===== config.mk =====
export PLATFORM = sky130hd
export DESIGN_NAME = min_heap_timer_queue
export DESIGN_NICKNAME = d
export VERILOG_FILES = /design/src/hw/rtl/hmtq_pkg.sv /design/src/hw/rtl/min_heap_timer_queue.sv /design/src/hw/rtl/hmtq_ram.sv /design/src/hw/rtl/hmtq_core.sv
export SDC_FILE = /design/constraint.sdc
export NUM_CORES = 2
export LEC_CHECK = 0
export BUFFER_PORTS_ARGS = -buffer_cell sky130_fd_sc_hd__buf_2
export CAP_MARGIN = 10
export CORE_UTILIZATION = 50
export DETAILED_ROUTE_END_ITERATION = 8
export MAX_ROUTING_LAYER = met4
export PLACE_DENSITY = 0.74
export SLEW_MARGIN = 20
export SYNTH_ARGS = -nofsm -noshare
export SYNTH_HDL_FRONTEND = slang
export SYNTH_HIERARCHICAL = 1
export SYNTH_SLANG_ARGS = --single-unit
export TNS_END_PERCENT = 50

===== constraint.sdc =====
create_clock -name aclk -period 14 [get_ports aclk]
set_input_delay 0.7 -clock aclk [delete_from_list [all_inputs] [get_ports aclk]]
set_output_delay 0.7 -clock aclk [all_outputs]
set_load 0.005 [all_outputs]

===== src/hw/rtl/hmtq_pkg.sv =====
// ----------------------------------------------------------------------------
// hmtq_pkg
// Shared types and constants for the min-heap timer queue.
// ----------------------------------------------------------------------------
package hmtq_pkg;

    localparam int DEF_CAPACITY = 32;
    localparam int DEF_ID_COUNT = 256;

    localparam int ACTION_W = 3;
    localparam int TID_W    = 8;
    localparam int TOUT_W   = 24;
    localparam int TIME_W   = 32;

    typedef enum logic [2:0] {
        ACT_ADD    = 3'd0,
        ACT_ADJUST = 3'd1,
        ACT_FIRE   = 3'd2,
        ACT_TICK   = 3'd3,
        ACT_CLEAR  = 3'd4
    } hmtq_action_t;

    typedef enum logic [1:0] {
        KIND_FIRED = 2'd0,
        KIND_NEXT  = 2'd1,
        KIND_ACK   = 2'd2
    } hmtq_kind_t;

    typedef enum logic [1:0] {
        ERR_NONE    = 2'd0,
        ERR_FULL    = 2'd1,
        ERR_UNKNOWN = 2'd2
    } hmtq_err_t;

    typedef enum logic [3:0] {
        ST_IDLE,
        ST_SLOT,
        ST_REM,
        ST_LAST,
        ST_DN,
        ST_DN1,
        ST_DN2,
        ST_DNC,
        ST_UP,
        ST_UPC,
        ST_PLACE,
        ST_TICK,
        ST_ROOT,
        ST_EMIT
    } hmtq_state_t;

    typedef struct packed {
        hmtq_kind_t         kind;
        logic [TID_W-1:0]   fired_id;
        logic [TIME_W-1:0]  wait_ms;
        logic               queue_empty;
        hmtq_err_t          error;
        logic               last;
    } hmtq_res_t;

endpackage


===== src/hw/rtl/min_heap_timer_queue.sv =====
// ----------------------------------------------------------------------------
// min_heap_timer_queue
// Timer queue on a binary min-heap with an id-to-slot map.
// ----------------------------------------------------------------------------
// One beat in at a time: the block is busy from acceptance until its last
// result beat is loaded. An add, adjust or removal walks one heap path.
// Each level of sift-down reads the left child, then the right child where
// there is one, and compares; each level of sift-up reads the parent and
// compares. A tick repeats a removal for every due timer and then sends its
// deadline report. The heap memory's single read port and the one shared
// 32-bit comparator set the pace. The output register lets the sequencer
// run on while a beat waits. A full output register holds the sequencer in
// its emit step.
module min_heap_timer_queue
    import hmtq_pkg::*;
#(
    parameter int CAPACITY = DEF_CAPACITY,
    parameter int ID_COUNT = DEF_ID_COUNT
) (
    input  logic        aclk,
    input  logic        aresetn,
    input  logic        s_tvalid,
    output logic        s_tready,
    input  logic [63:0] s_tdata,   // timer_id[7:0], timeout_ms[31:8], now_ms[63:32]
    input  logic [2:0]  s_tuser,   // action[2:0]
    output logic        m_tvalid,
    input  logic        m_tready,
    output logic [47:0] m_tdata,   // fired_id[7:0], wait_ms[39:8], queue_empty[40],
                                   // error[42:41], zero[47:43]
    output logic [1:0]  m_tuser,   // kind[1:0]
    output logic        m_tlast
);

    localparam int ID_W = $clog2(ID_COUNT);

    logic [ID_W-1:0] id_tab [2**TID_W];
    hmtq_res_t       res;

    for (genvar g = 0; g < 2**TID_W; g++) begin : g_idmod
        assign id_tab[g] = ID_W'(g % ID_COUNT);
    end

    hmtq_core #(.CAPACITY(CAPACITY), .ID_COUNT(ID_COUNT)) u_core (
        .aclk        (aclk),
        .aresetn     (aresetn),
        .req_valid   (s_tvalid),
        .req_ready   (s_tready),
        .req_action  (s_tuser),
        .req_id      (id_tab[s_tdata[7:0]]),
        .req_timeout (s_tdata[31:8]),
        .req_now     (s_tdata[63:32]),
        .res_valid   (m_tvalid),
        .res_ready   (m_tready),
        .res         (res)
    );

    assign m_tdata = {5'd0, res.error, res.queue_empty, res.wait_ms, res.fired_id};
    assign m_tuser = res.kind;
    assign m_tlast = res.last;

endmodule


===== src/hw/rtl/hmtq_ram.sv =====
// ----------------------------------------------------------------------------
// hmtq_ram
// Single-write, single-read synchronous memory with registered read data.
// ----------------------------------------------------------------------------
module hmtq_ram #(
    parameter int WIDTH = 8,
    parameter int DEPTH = 32
) (
    input  logic                     aclk,
    input  logic                     we,
    input  logic [$clog2(DEPTH)-1:0] waddr,
    input  logic [WIDTH-1:0]         wdata,
    input  logic                     re,
    input  logic [$clog2(DEPTH)-1:0] raddr,
    output logic [WIDTH-1:0]         rdata
);

    logic [WIDTH-1:0] mem [DEPTH];
    logic [WIDTH-1:0] rdata_reg;

    always_ff @(posedge aclk) begin
        if (we) begin
            mem[waddr] <= wdata;
        end
        if (re) begin
            rdata_reg <= mem[raddr];
        end
    end

    assign rdata = rdata_reg;

endmodule


===== src/hw/rtl/hmtq_core.sv =====
// ----------------------------------------------------------------------------
// hmtq_core
// Heap sequencer: slot lookup, sift up and down through one shared
// comparator, removal, tick loop and the result register.
// ----------------------------------------------------------------------------
module hmtq_core
    import hmtq_pkg::*;
#(
    parameter int CAPACITY = DEF_CAPACITY,
    parameter int ID_COUNT = DEF_ID_COUNT
) (
    input  logic                         aclk,
    input  logic                         aresetn,
    input  logic                         req_valid,
    output logic                         req_ready,
    input  logic [ACTION_W-1:0]          req_action,
    input  logic [$clog2(ID_COUNT)-1:0]  req_id,
    input  logic [TOUT_W-1:0]            req_timeout,
    input  logic [TIME_W-1:0]            req_now,
    output logic                         res_valid,
    input  logic                         res_ready,
    output hmtq_res_t                    res
);

    localparam int ID_W  = $clog2(ID_COUNT);
    localparam int IDX_W = $clog2(CAPACITY);
    localparam int CNT_W = $clog2(CAPACITY + 1);
    localparam int C_W   = IDX_W + 2;
    localparam int HE_W  = ID_W + TIME_W;

    hmtq_state_t state_reg, state_next;

    logic [ACTION_W-1:0] op_reg, op_next;
    logic [ID_W-1:0]     key_reg, key_next;
    logic [TIME_W-1:0]   now_reg, now_next;
    logic [ID_W-1:0]     nid_reg, nid_next;
    logic [TIME_W-1:0]   nexp_reg, nexp_next;
    logic [IDX_W-1:0]    idx_reg, idx_next;
    logic [IDX_W-1:0]    start_reg, start_next;
    logic [CNT_W-1:0]    cnt_reg, cnt_next;
    logic [ID_W-1:0]     cid_reg, cid_next;
    logic [TIME_W-1:0]   cexp_reg, cexp_next;
    logic [IDX_W-1:0]    cidx_reg, cidx_next;
    logic [ID_COUNT-1:0] present_reg, present_next;
    hmtq_res_t           r_reg, r_next;
    hmtq_res_t           out_reg, out_next;
    logic                out_valid_reg, out_valid_next;

    logic             h_we, h_re, s_we, s_re;
    logic [IDX_W-1:0] h_waddr, h_raddr;
    logic [HE_W-1:0]  h_wdata, h_rdata;
    logic [ID_W-1:0]  s_waddr, s_raddr;
    logic [IDX_W-1:0] s_wdata, s_rdata;

    logic [ID_W-1:0]   hd_id;
    logic [TIME_W-1:0] hd_exp;
    logic [TIME_W-1:0] cmp_a, cmp_b, diff;
    logic              earlier, due;
    logic [C_W-1:0]    c_l, c_r, cnt_x;
    logic [IDX_W-1:0]  p_idx;
    logic [CNT_W-1:0]  cnt_dec;
    logic              accept, out_free;

    hmtq_ram #(.WIDTH(HE_W), .DEPTH(CAPACITY)) u_heap (
        .aclk  (aclk),
        .we    (h_we),
        .waddr (h_waddr),
        .wdata (h_wdata),
        .re    (h_re),
        .raddr (h_raddr),
        .rdata (h_rdata)
    );

    hmtq_ram #(.WIDTH(IDX_W), .DEPTH(ID_COUNT)) u_slot (
        .aclk  (aclk),
        .we    (s_we),
        .waddr (s_waddr),
        .wdata (s_wdata),
        .re    (s_re),
        .raddr (s_raddr),
        .rdata (s_rdata)
    );

    assign hd_id    = h_rdata[HE_W-1:TIME_W];
    assign hd_exp   = h_rdata[TIME_W-1:0];
    assign c_l      = {1'b0, idx_reg, 1'b1};
    assign c_r      = c_l + C_W'(1);
    assign cnt_x    = C_W'(cnt_reg);
    assign p_idx    = IDX_W'((idx_reg - IDX_W'(1)) >> 1);
    assign cnt_dec  = cnt_reg - CNT_W'(1);
    assign accept   = req_valid && (state_reg == ST_IDLE);
    assign out_free = !out_valid_reg || res_ready;

    always_comb begin
        case (state_reg)
            ST_DN2: begin
                cmp_a = hd_exp;
                cmp_b = cexp_reg;
            end
            ST_DNC: begin
                cmp_a = nexp_reg;
                cmp_b = cexp_reg;
            end
            ST_UPC: begin
                cmp_a = hd_exp;
                cmp_b = nexp_reg;
            end
            default: begin
                cmp_a = hd_exp;
                cmp_b = now_reg;
            end
        endcase
    end

    assign diff    = cmp_a - cmp_b;
    assign earlier = diff[TIME_W-1];
    assign due     = earlier || (diff == '0);

    always_comb begin
        state_next = state_reg;
        case (state_reg)
            ST_IDLE: begin
                if (accept) begin
                    case (req_action)
                        ACT_ADD: begin
                            if (present_reg[req_id]) begin
                                state_next = ST_SLOT;
                            end else if (cnt_reg == CNT_W'(CAPACITY)) begin
                                state_next = ST_EMIT;
                            end else begin
                                state_next = ST_UP;
                            end
                        end
                        ACT_ADJUST, ACT_FIRE: begin
                            state_next = present_reg[req_id] ? ST_SLOT : ST_EMIT;
                        end
                        ACT_TICK: state_next = ST_TICK;
                        default:  state_next = ST_EMIT;
                    endcase
                end
            end
            ST_SLOT: state_next = (op_reg == ACT_FIRE) ? ST_REM : ST_DN;
            ST_REM:  state_next = (CNT_W'(idx_reg) < cnt_dec) ? ST_LAST : ST_EMIT;
            ST_LAST: state_next = ST_DN;
            ST_DN: begin
                if (c_l < cnt_x) begin
                    state_next = ST_DN1;
                end else if (idx_reg != start_reg) begin
                    state_next = ST_PLACE;
                end else begin
                    state_next = ST_UP;
                end
            end
            ST_DN1: state_next = (c_r < cnt_x) ? ST_DN2 : ST_DNC;
            ST_DN2: state_next = ST_DNC;
            ST_DNC: begin
                if (!earlier) begin
                    state_next = ST_DN;
                end else if (idx_reg != start_reg) begin
                    state_next = ST_PLACE;
                end else begin
                    state_next = ST_UP;
                end
            end
            ST_UP:    state_next = (idx_reg == '0) ? ST_PLACE : ST_UPC;
            ST_UPC:   state_next = earlier ? ST_PLACE : ST_UP;
            ST_PLACE: state_next = ST_EMIT;
            ST_TICK:  state_next = (cnt_reg == '0) ? ST_EMIT : ST_ROOT;
            ST_ROOT:  state_next = due ? ST_REM : ST_EMIT;
            ST_EMIT: begin
                if (out_free) begin
                    state_next = r_reg.last ? ST_IDLE : ST_TICK;
                end
            end
            default: state_next = ST_IDLE;
        endcase
    end

    always_comb begin
        op_next        = op_reg;
        key_next       = key_reg;
        now_next       = now_reg;
        nid_next       = nid_reg;
        nexp_next      = nexp_reg;
        idx_next       = idx_reg;
        start_next     = start_reg;
        cnt_next       = cnt_reg;
        cid_next       = cid_reg;
        cexp_next      = cexp_reg;
        cidx_next      = cidx_reg;
        present_next   = present_reg;
        r_next         = r_reg;
        out_next       = out_reg;
        out_valid_next = out_valid_reg && !res_ready;
        h_we    = 1'b0;
        h_waddr = idx_reg;
        h_wdata = {nid_reg, nexp_reg};
        h_re    = 1'b0;
        h_raddr = c_l[IDX_W-1:0];
        s_we    = 1'b0;
        s_waddr = nid_reg;
        s_wdata = idx_reg;
        s_re    = 1'b0;
        s_raddr = req_id;

        case (state_reg)
            ST_IDLE: begin
                if (accept) begin
                    op_next   = req_action;
                    key_next  = req_id;
                    now_next  = req_now;
                    nid_next  = req_id;
                    nexp_next = req_now + TIME_W'(req_timeout);
                    s_re      = 1'b1;
                    r_next    = '{kind: KIND_ACK, fired_id: '0, wait_ms: '0,
                                  queue_empty: 1'b0, error: ERR_NONE, last: 1'b1};
                    case (req_action)
                        ACT_ADD: begin
                            if (!present_reg[req_id]) begin
                                if (cnt_reg == CNT_W'(CAPACITY)) begin
                                    r_next.error = ERR_FULL;
                                end else begin
                                    idx_next              = cnt_reg[IDX_W-1:0];
                                    start_next            = cnt_reg[IDX_W-1:0];
                                    cnt_next              = cnt_reg + CNT_W'(1);
                                    present_next[req_id]  = 1'b1;
                                end
                            end
                        end
                        ACT_ADJUST: begin
                            if (!present_reg[req_id]) begin
                                r_next.error = ERR_UNKNOWN;
                            end
                        end
                        ACT_FIRE: begin
                            if (present_reg[req_id]) begin
                                r_next.kind     = KIND_FIRED;
                                r_next.fired_id = TID_W'(req_id);
                            end
                        end
                        ACT_CLEAR: begin
                            present_next = '0;
                            cnt_next     = '0;
                        end
                        default: begin
                        end
                    endcase
                end
            end
            ST_SLOT: begin
                idx_next   = s_rdata;
                start_next = s_rdata;
            end
            ST_REM: begin
                present_next[key_reg] = 1'b0;
                cnt_next              = cnt_dec;
                start_next            = idx_reg;
                h_re                  = 1'b1;
                h_raddr               = cnt_dec[IDX_W-1:0];
            end
            ST_LAST: begin
                nid_next  = hd_id;
                nexp_next = hd_exp;
            end
            ST_DN: begin
                h_re    = c_l < cnt_x;
                h_raddr = c_l[IDX_W-1:0];
            end
            ST_DN1: begin
                cid_next  = hd_id;
                cexp_next = hd_exp;
                cidx_next = c_l[IDX_W-1:0];
                h_re      = c_r < cnt_x;
                h_raddr   = c_r[IDX_W-1:0];
            end
            ST_DN2: begin
                if (earlier) begin
                    cid_next  = hd_id;
                    cexp_next = hd_exp;
                    cidx_next = c_r[IDX_W-1:0];
                end
            end
            ST_DNC: begin
                if (!earlier) begin
                    h_we     = 1'b1;
                    h_wdata  = {cid_reg, cexp_reg};
                    s_we     = 1'b1;
                    s_waddr  = cid_reg;
                    idx_next = cidx_reg;
                end
            end
            ST_UP: begin
                h_re    = idx_reg != '0;
                h_raddr = p_idx;
            end
            ST_UPC: begin
                if (!earlier) begin
                    h_we     = 1'b1;
                    h_wdata  = h_rdata;
                    s_we     = 1'b1;
                    s_waddr  = hd_id;
                    idx_next = p_idx;
                end
            end
            ST_PLACE: begin
                h_we = 1'b1;
                s_we = 1'b1;
            end
            ST_TICK: begin
                h_re    = cnt_reg != '0;
                h_raddr = '0;
                r_next  = '{kind: KIND_NEXT, fired_id: '0, wait_ms: '1,
                            queue_empty: 1'b0, error: ERR_NONE, last: 1'b1};
            end
            ST_ROOT: begin
                if (due) begin
                    key_next        = hd_id;
                    idx_next        = '0;
                    r_next.kind     = KIND_FIRED;
                    r_next.fired_id = TID_W'(hd_id);
                    r_next.wait_ms  = '0;
                    r_next.last     = 1'b0;
                end else begin
                    r_next.wait_ms = diff;
                end
            end
            ST_EMIT: begin
                if (out_free) begin
                    out_next             = r_reg;
                    out_next.queue_empty = cnt_reg == '0;
                    out_valid_next       = 1'b1;
                end
            end
            default: begin
            end
        endcase
    end

    always_ff @(posedge aclk) begin
        if (!aresetn) begin
            state_reg     <= ST_IDLE;
            cnt_reg       <= '0;
            present_reg   <= '0;
            out_valid_reg <= 1'b0;
        end else begin
            state_reg     <= state_next;
            cnt_reg       <= cnt_next;
            present_reg   <= present_next;
            out_valid_reg <= out_valid_next;
        end
    end

    always_ff @(posedge aclk) begin
        op_reg    <= op_next;
        key_reg   <= key_next;
        now_reg   <= now_next;
        nid_reg   <= nid_next;
        nexp_reg  <= nexp_next;
        idx_reg   <= idx_next;
        start_reg <= start_next;
        cid_reg   <= cid_next;
        cexp_reg  <= cexp_next;
        cidx_reg  <= cidx_next;
        r_reg     <= r_next;
        out_reg   <= out_next;
    end

    assign req_ready = state_reg == ST_IDLE;
    assign res_valid = out_valid_reg;
    assign res       = out_reg;

endmodule

==> results.yml <==
outcome:
  run_status: "completed"
sta:
  layout_worst_path_cycle_share_pct: 61.5
  max_slew_violation_count: 0
  hold_violation_count_in_the_final_report: 0
  fmax_mhz: 116
  max_slew_margin_pct: 16.0
  report.final.setup_viol: 0
  max_slew.worst_pin.slew_ns: 1.26
  final_period_minus_worst_setup_slack_ns: 8.62
  grt_setup_unrepaired: "false"
  fin_tns_setup_ns: 0
  holdWs_ns: 0.0607
  clock_skew_ns: 0.0543
power_and_ir_drop:
  power.clock.fraction_pct: 28.4
  power_per_cell_area_nw_per_um2: 202
  relative_contribution_of_combinational_cells_to_total_power_pct: 31.4
  sw_frac_of_total_pct: 35.4
  vdd_ir_drop_max_v: 0.000578
  p_int_mw: 19.0
  power_switching_mw: 10.4
  leakage_power_summed_over_all_cells_nw: 49.4
  seq_power_share_pct: 40.3
yosys:
  synth_top_cells_by_area: "sky130_fd_sc_hd__edfxtp_1 (65%), sky130_fd_sc_hd__mux4_2 (6.0%), sky130_fd_sc_hd__mux2i_1 (5.8%)"
  synth_area_leader_cell: "sky130_fd_sc_hd__edfxtp_1"
  yosysMostFrequentCell: "sky130_fd_sc_hd__edfxtp_1"
  synth.yosys.seq_area_share_pct: 69.1
  synth_largest_type_area_fraction_pct: 65.0
  synth_top_flop_cell: "sky130_fd_sc_hd__edfxtp_1"
  yosys_register_bits: 3101
  yosysUniqueCellTypes: 91
  syn-instance-count: 8834
  synth_edf_count: 2834
  synth_area_sq_um: 131000
  synthesis.area_per_instance_sq_um: 14.8
  post_synth_most_frequent_cells: "sky130_fd_sc_hd__edfxtp_1 (2,834), sky130_fd_sc_hd__mux2i_1 (759), sky130_fd_sc_hd__o21ai_0 (757)"
  async_flop_share_pct: 0
  synth_warn: 6
cells_and_area:
  fraction_of_final_layout_cells_sized_beyond_drive_strength_1_pct: 13.5
  final.fill_count: 19500
  area_taken_by_multi_input_logic_gates_sq_um: 37900
  sequential_cell_area_sq_um: 90400
  areaGrowthSynthToFinish_pct: 10.9
  design.final.nets: 8977
clock_tree:
  cts_inserted_buffers: 317
  worst_setup_hold_path_clk_slew_ns: 0.06
  clock_tree.buffer_depth: 4
  tritoncts: "done"
  post-cts-setup-buffer-count: 0
  clock_network_latency_to_the_later_pin_of_the_worst_skew_pair_ns: 0.86
  cts_sinks: 3101
  cts_htree_levels: 5
  cts_root_buf: "sky130_fd_sc_hd__clkbuf_16"
setup_path:
  worst_path_max_delay_cell: "sky130_fd_sc_hd__nand4_1"
  cp_data_arrival_time_ns: 9.10
  worst-path-max-fanout: 42
  startpoint: "u_core/state_reg[2]"
  critical_path.reg2reg.startpoint: "u_core/state_reg[2]"
  worstSetupPathType: "flop to flop"
  endpoint_kind_of_the_worst_setup_timing_path: "flop"
  max_stage_delay_ns: 1.03
  crit_buf_inv: 4
  r2r.worst_path.cells: 23
  critical_path_required_ns: 14.49
  timing.critical_path.max_delay_family: "simple AND/OR/NAND/NOR gates"
  critPathLaunchType: "flop"
  worstPathCellList: "nor2b_1 > and2_1 > buf_4 > nand2_1 > buf_4 > nand2_1 > nand2_1 > ha_1 > nor2b_1 > o31ai_2 > a21oi_1 > a311o_1 > a21oi_1 > or3_1 > and2_4 > nand2b_2 > nand2_1 > o21ai_2 > buf_4 > nor2b_1 > nand4_1 > buf_4 > nor2_1"
  worstSetupPathDepth: 23
route:
  avgViaCountPerCell: 6.52
  drtPass1Iterations: 8
  detail_route.wirelength_um: 361000
  drcViolationCount: 0
  drt_first_iter_violations: 11800
  ant_nets: 0
  wl_per_cell_um: 28.6
  dr_total_vias: 82200
global_route:
  gr-usage-met2_pct: 41.3
  overall_fraction_of_global_route_tracks_in_use_pct: 27.6
  gr-max-usage-layer: "met2"
  global_route.usage.met3_pct: 5.46
  grt_pass1_vias: 78800
  grt_first_pass_wirelength_um: 527000
  largest_net_degree_at_the_start_of_global_routing: 188
  grt.met1_usage_pct: 37.1
  antenna_found_initial: 23
  grt_overflow_total: 0
die:
  die_height_um: 514
  floorplan.die_area_sq_um: 264000
  die_w_um: 514
  cell_row_count: 187
  initial_core_util_pct: 50.3
  ioPinCount: 124
  core_sq_um: 260000
run:
  maxCapViolations: 0
worst_hold_path:
  hold_depth: 1
  hold_class: "input port to flop"
  hold_start: "s_tdata[41]"
place:
  globalplace.congestion: 0.937
  dp_hpwl_um: 211000
  number_of_i_o_port_buffers: 118
==> layout by cell type, fill, tap and decap left out, types with 27 or more instances in the layout <==
cell type / synthesis / routed
sky130_fd_sc_hd__nor3_1: 91 / 89
sky130_fd_sc_hd__xor2_1: 28 / 28
sky130_fd_sc_hd__mux4_2: 348 / 348
sky130_fd_sc_hd__clkbuf_1: 361 / 51
sky130_fd_sc_hd__nor2b_1: 54 / 49
sky130_fd_sc_hd__bufinv_16: 0 / 27
sky130_fd_sc_hd__o22ai_1: 45 / 45
sky130_fd_sc_hd__a211oi_1: 27 / 27
sky130_fd_sc_hd__o21ai_0: 757 / 716
sky130_fd_sc_hd__nor2_1: 401 / 366
sky130_fd_sc_hd__nand3_1: 466 / 455
sky130_fd_sc_hd__inv_1: 42 / 40
sky130_fd_sc_hd__clkbuf_16: 0 / 330
sky130_fd_sc_hd__o21ai_1: 163 / 163
sky130_fd_sc_hd__nand4_1: 28 / 28
sky130_fd_sc_hd__dfxtp_1: 267 / 267
sky130_fd_sc_hd__xnor2_1: 31 / 31
sky130_fd_sc_hd__a21oi_1: 268 / 268
sky130_fd_sc_hd__clkinv_2: 0 / 47
sky130_fd_sc_hd__ha_1: 75 / 75
sky130_fd_sc_hd__buf_2: 69 / 113
sky130_fd_sc_hd__a31oi_1: 67 / 66
sky130_fd_sc_hd__clkinv_1: 2 / 71
sky130_fd_sc_hd__edfxtp_1: 2834 / 2834
sky130_fd_sc_hd__a21o_1: 33 / 32
sky130_fd_sc_hd__buf_4: 82 / 154
sky130_fd_sc_hd__a22o_1: 132 / 132
sky130_fd_sc_hd__a22oi_1: 234 / 234
sky130_fd_sc_hd__diode_2: 0 / 28
sky130_fd_sc_hd__nor2_4: 0 / 35
sky130_fd_sc_hd__nand2_1: 724 / 717
sky130_fd_sc_hd__mux2i_1: 759 / 759
==> layer usage <==
layer,vias to the layer above,part of all wire (%)
li1,34500,-
met1,41300,38
met2,5504,46
met3,891,11
met4,0,4.2
met5,-,0
==> final timing paths <==
check	end	slack, ns
worst max-delay path	u_core/u_slot/mem[43][4]	5.38
worst max register to register	u_core/u_slot/mem[43][4]	5.38
worst min register to register	u_core/res[13]	0.42
worst min-delay path	u_core/now_reg[9]	0.06
==> cell families (layout without fill, tap and decap cells) <==
group / after synthesis / count (layout) / synth area share, %
DFF: 3101 / 3101 / 69.1
muxes: 1111 / 1111 / 11.8
adders and majority gates: 77 / 77 / 0.748
and+or+nand+nor: 1931 / 1931 / 6.64
AOI/OAI and AO/OA: 1895 / 1895 / 8.76
other: 1 / 33 / 0.00287
xor gates and xnor gates: 59 / 59 / 0.395
buffers and inverters: 659 / 898 / 2.50
==> per-stage QoR <==
step	util (%)	power, mW	cells	setup WS, ns	cell area (sq um)
after floorplan	-	17.8	8838	7.03	131000
after global placement	51.9	20.9	12000	5.81	135000
after detailed placement	51.9	21.0	12000	5.57	135000
after CTS	55.8	29.3	12600	5.49	145000
after global routing	55.8	30.3	12600	4.81	145000
final	55.8	29.4	12600	5.38	145000
==> area by class of cell <==
class	count	area share, %
Antenna cell	28	0.0483
Clock buffer	385	5.86
Clock inverter	182	1.13
Inverter	44	0.114
Multi-Input combinational cell	5078	26.1
Sequential cell	3101	62.3
Tap cell	3496	3.01
Timing Repair Buffer	287	1.43
==> timing repair <==
| action | 4_1_cts | 5_1_grt |
|---|---|---|
| hold buffers | 2 | 0 |
| gates resized for setup | 0 | 0 |
| hold endpoints to repair | 2 | 0 |
==> power by group through the flow <==
stage	clock (mW)	sequential [mW]	combinational (mW)
6_report	8.33	11.8	9.23
3_5_place_dp	0	12.0	9.03
5_1_grt	8.76	11.8	9.70
2_1_floorplan	0	12.2	5.60
3_3_place_gp	0	12.0	8.93
4_1_cts	8.41	11.8	9.07
Power figures use the tool's default switching activity.
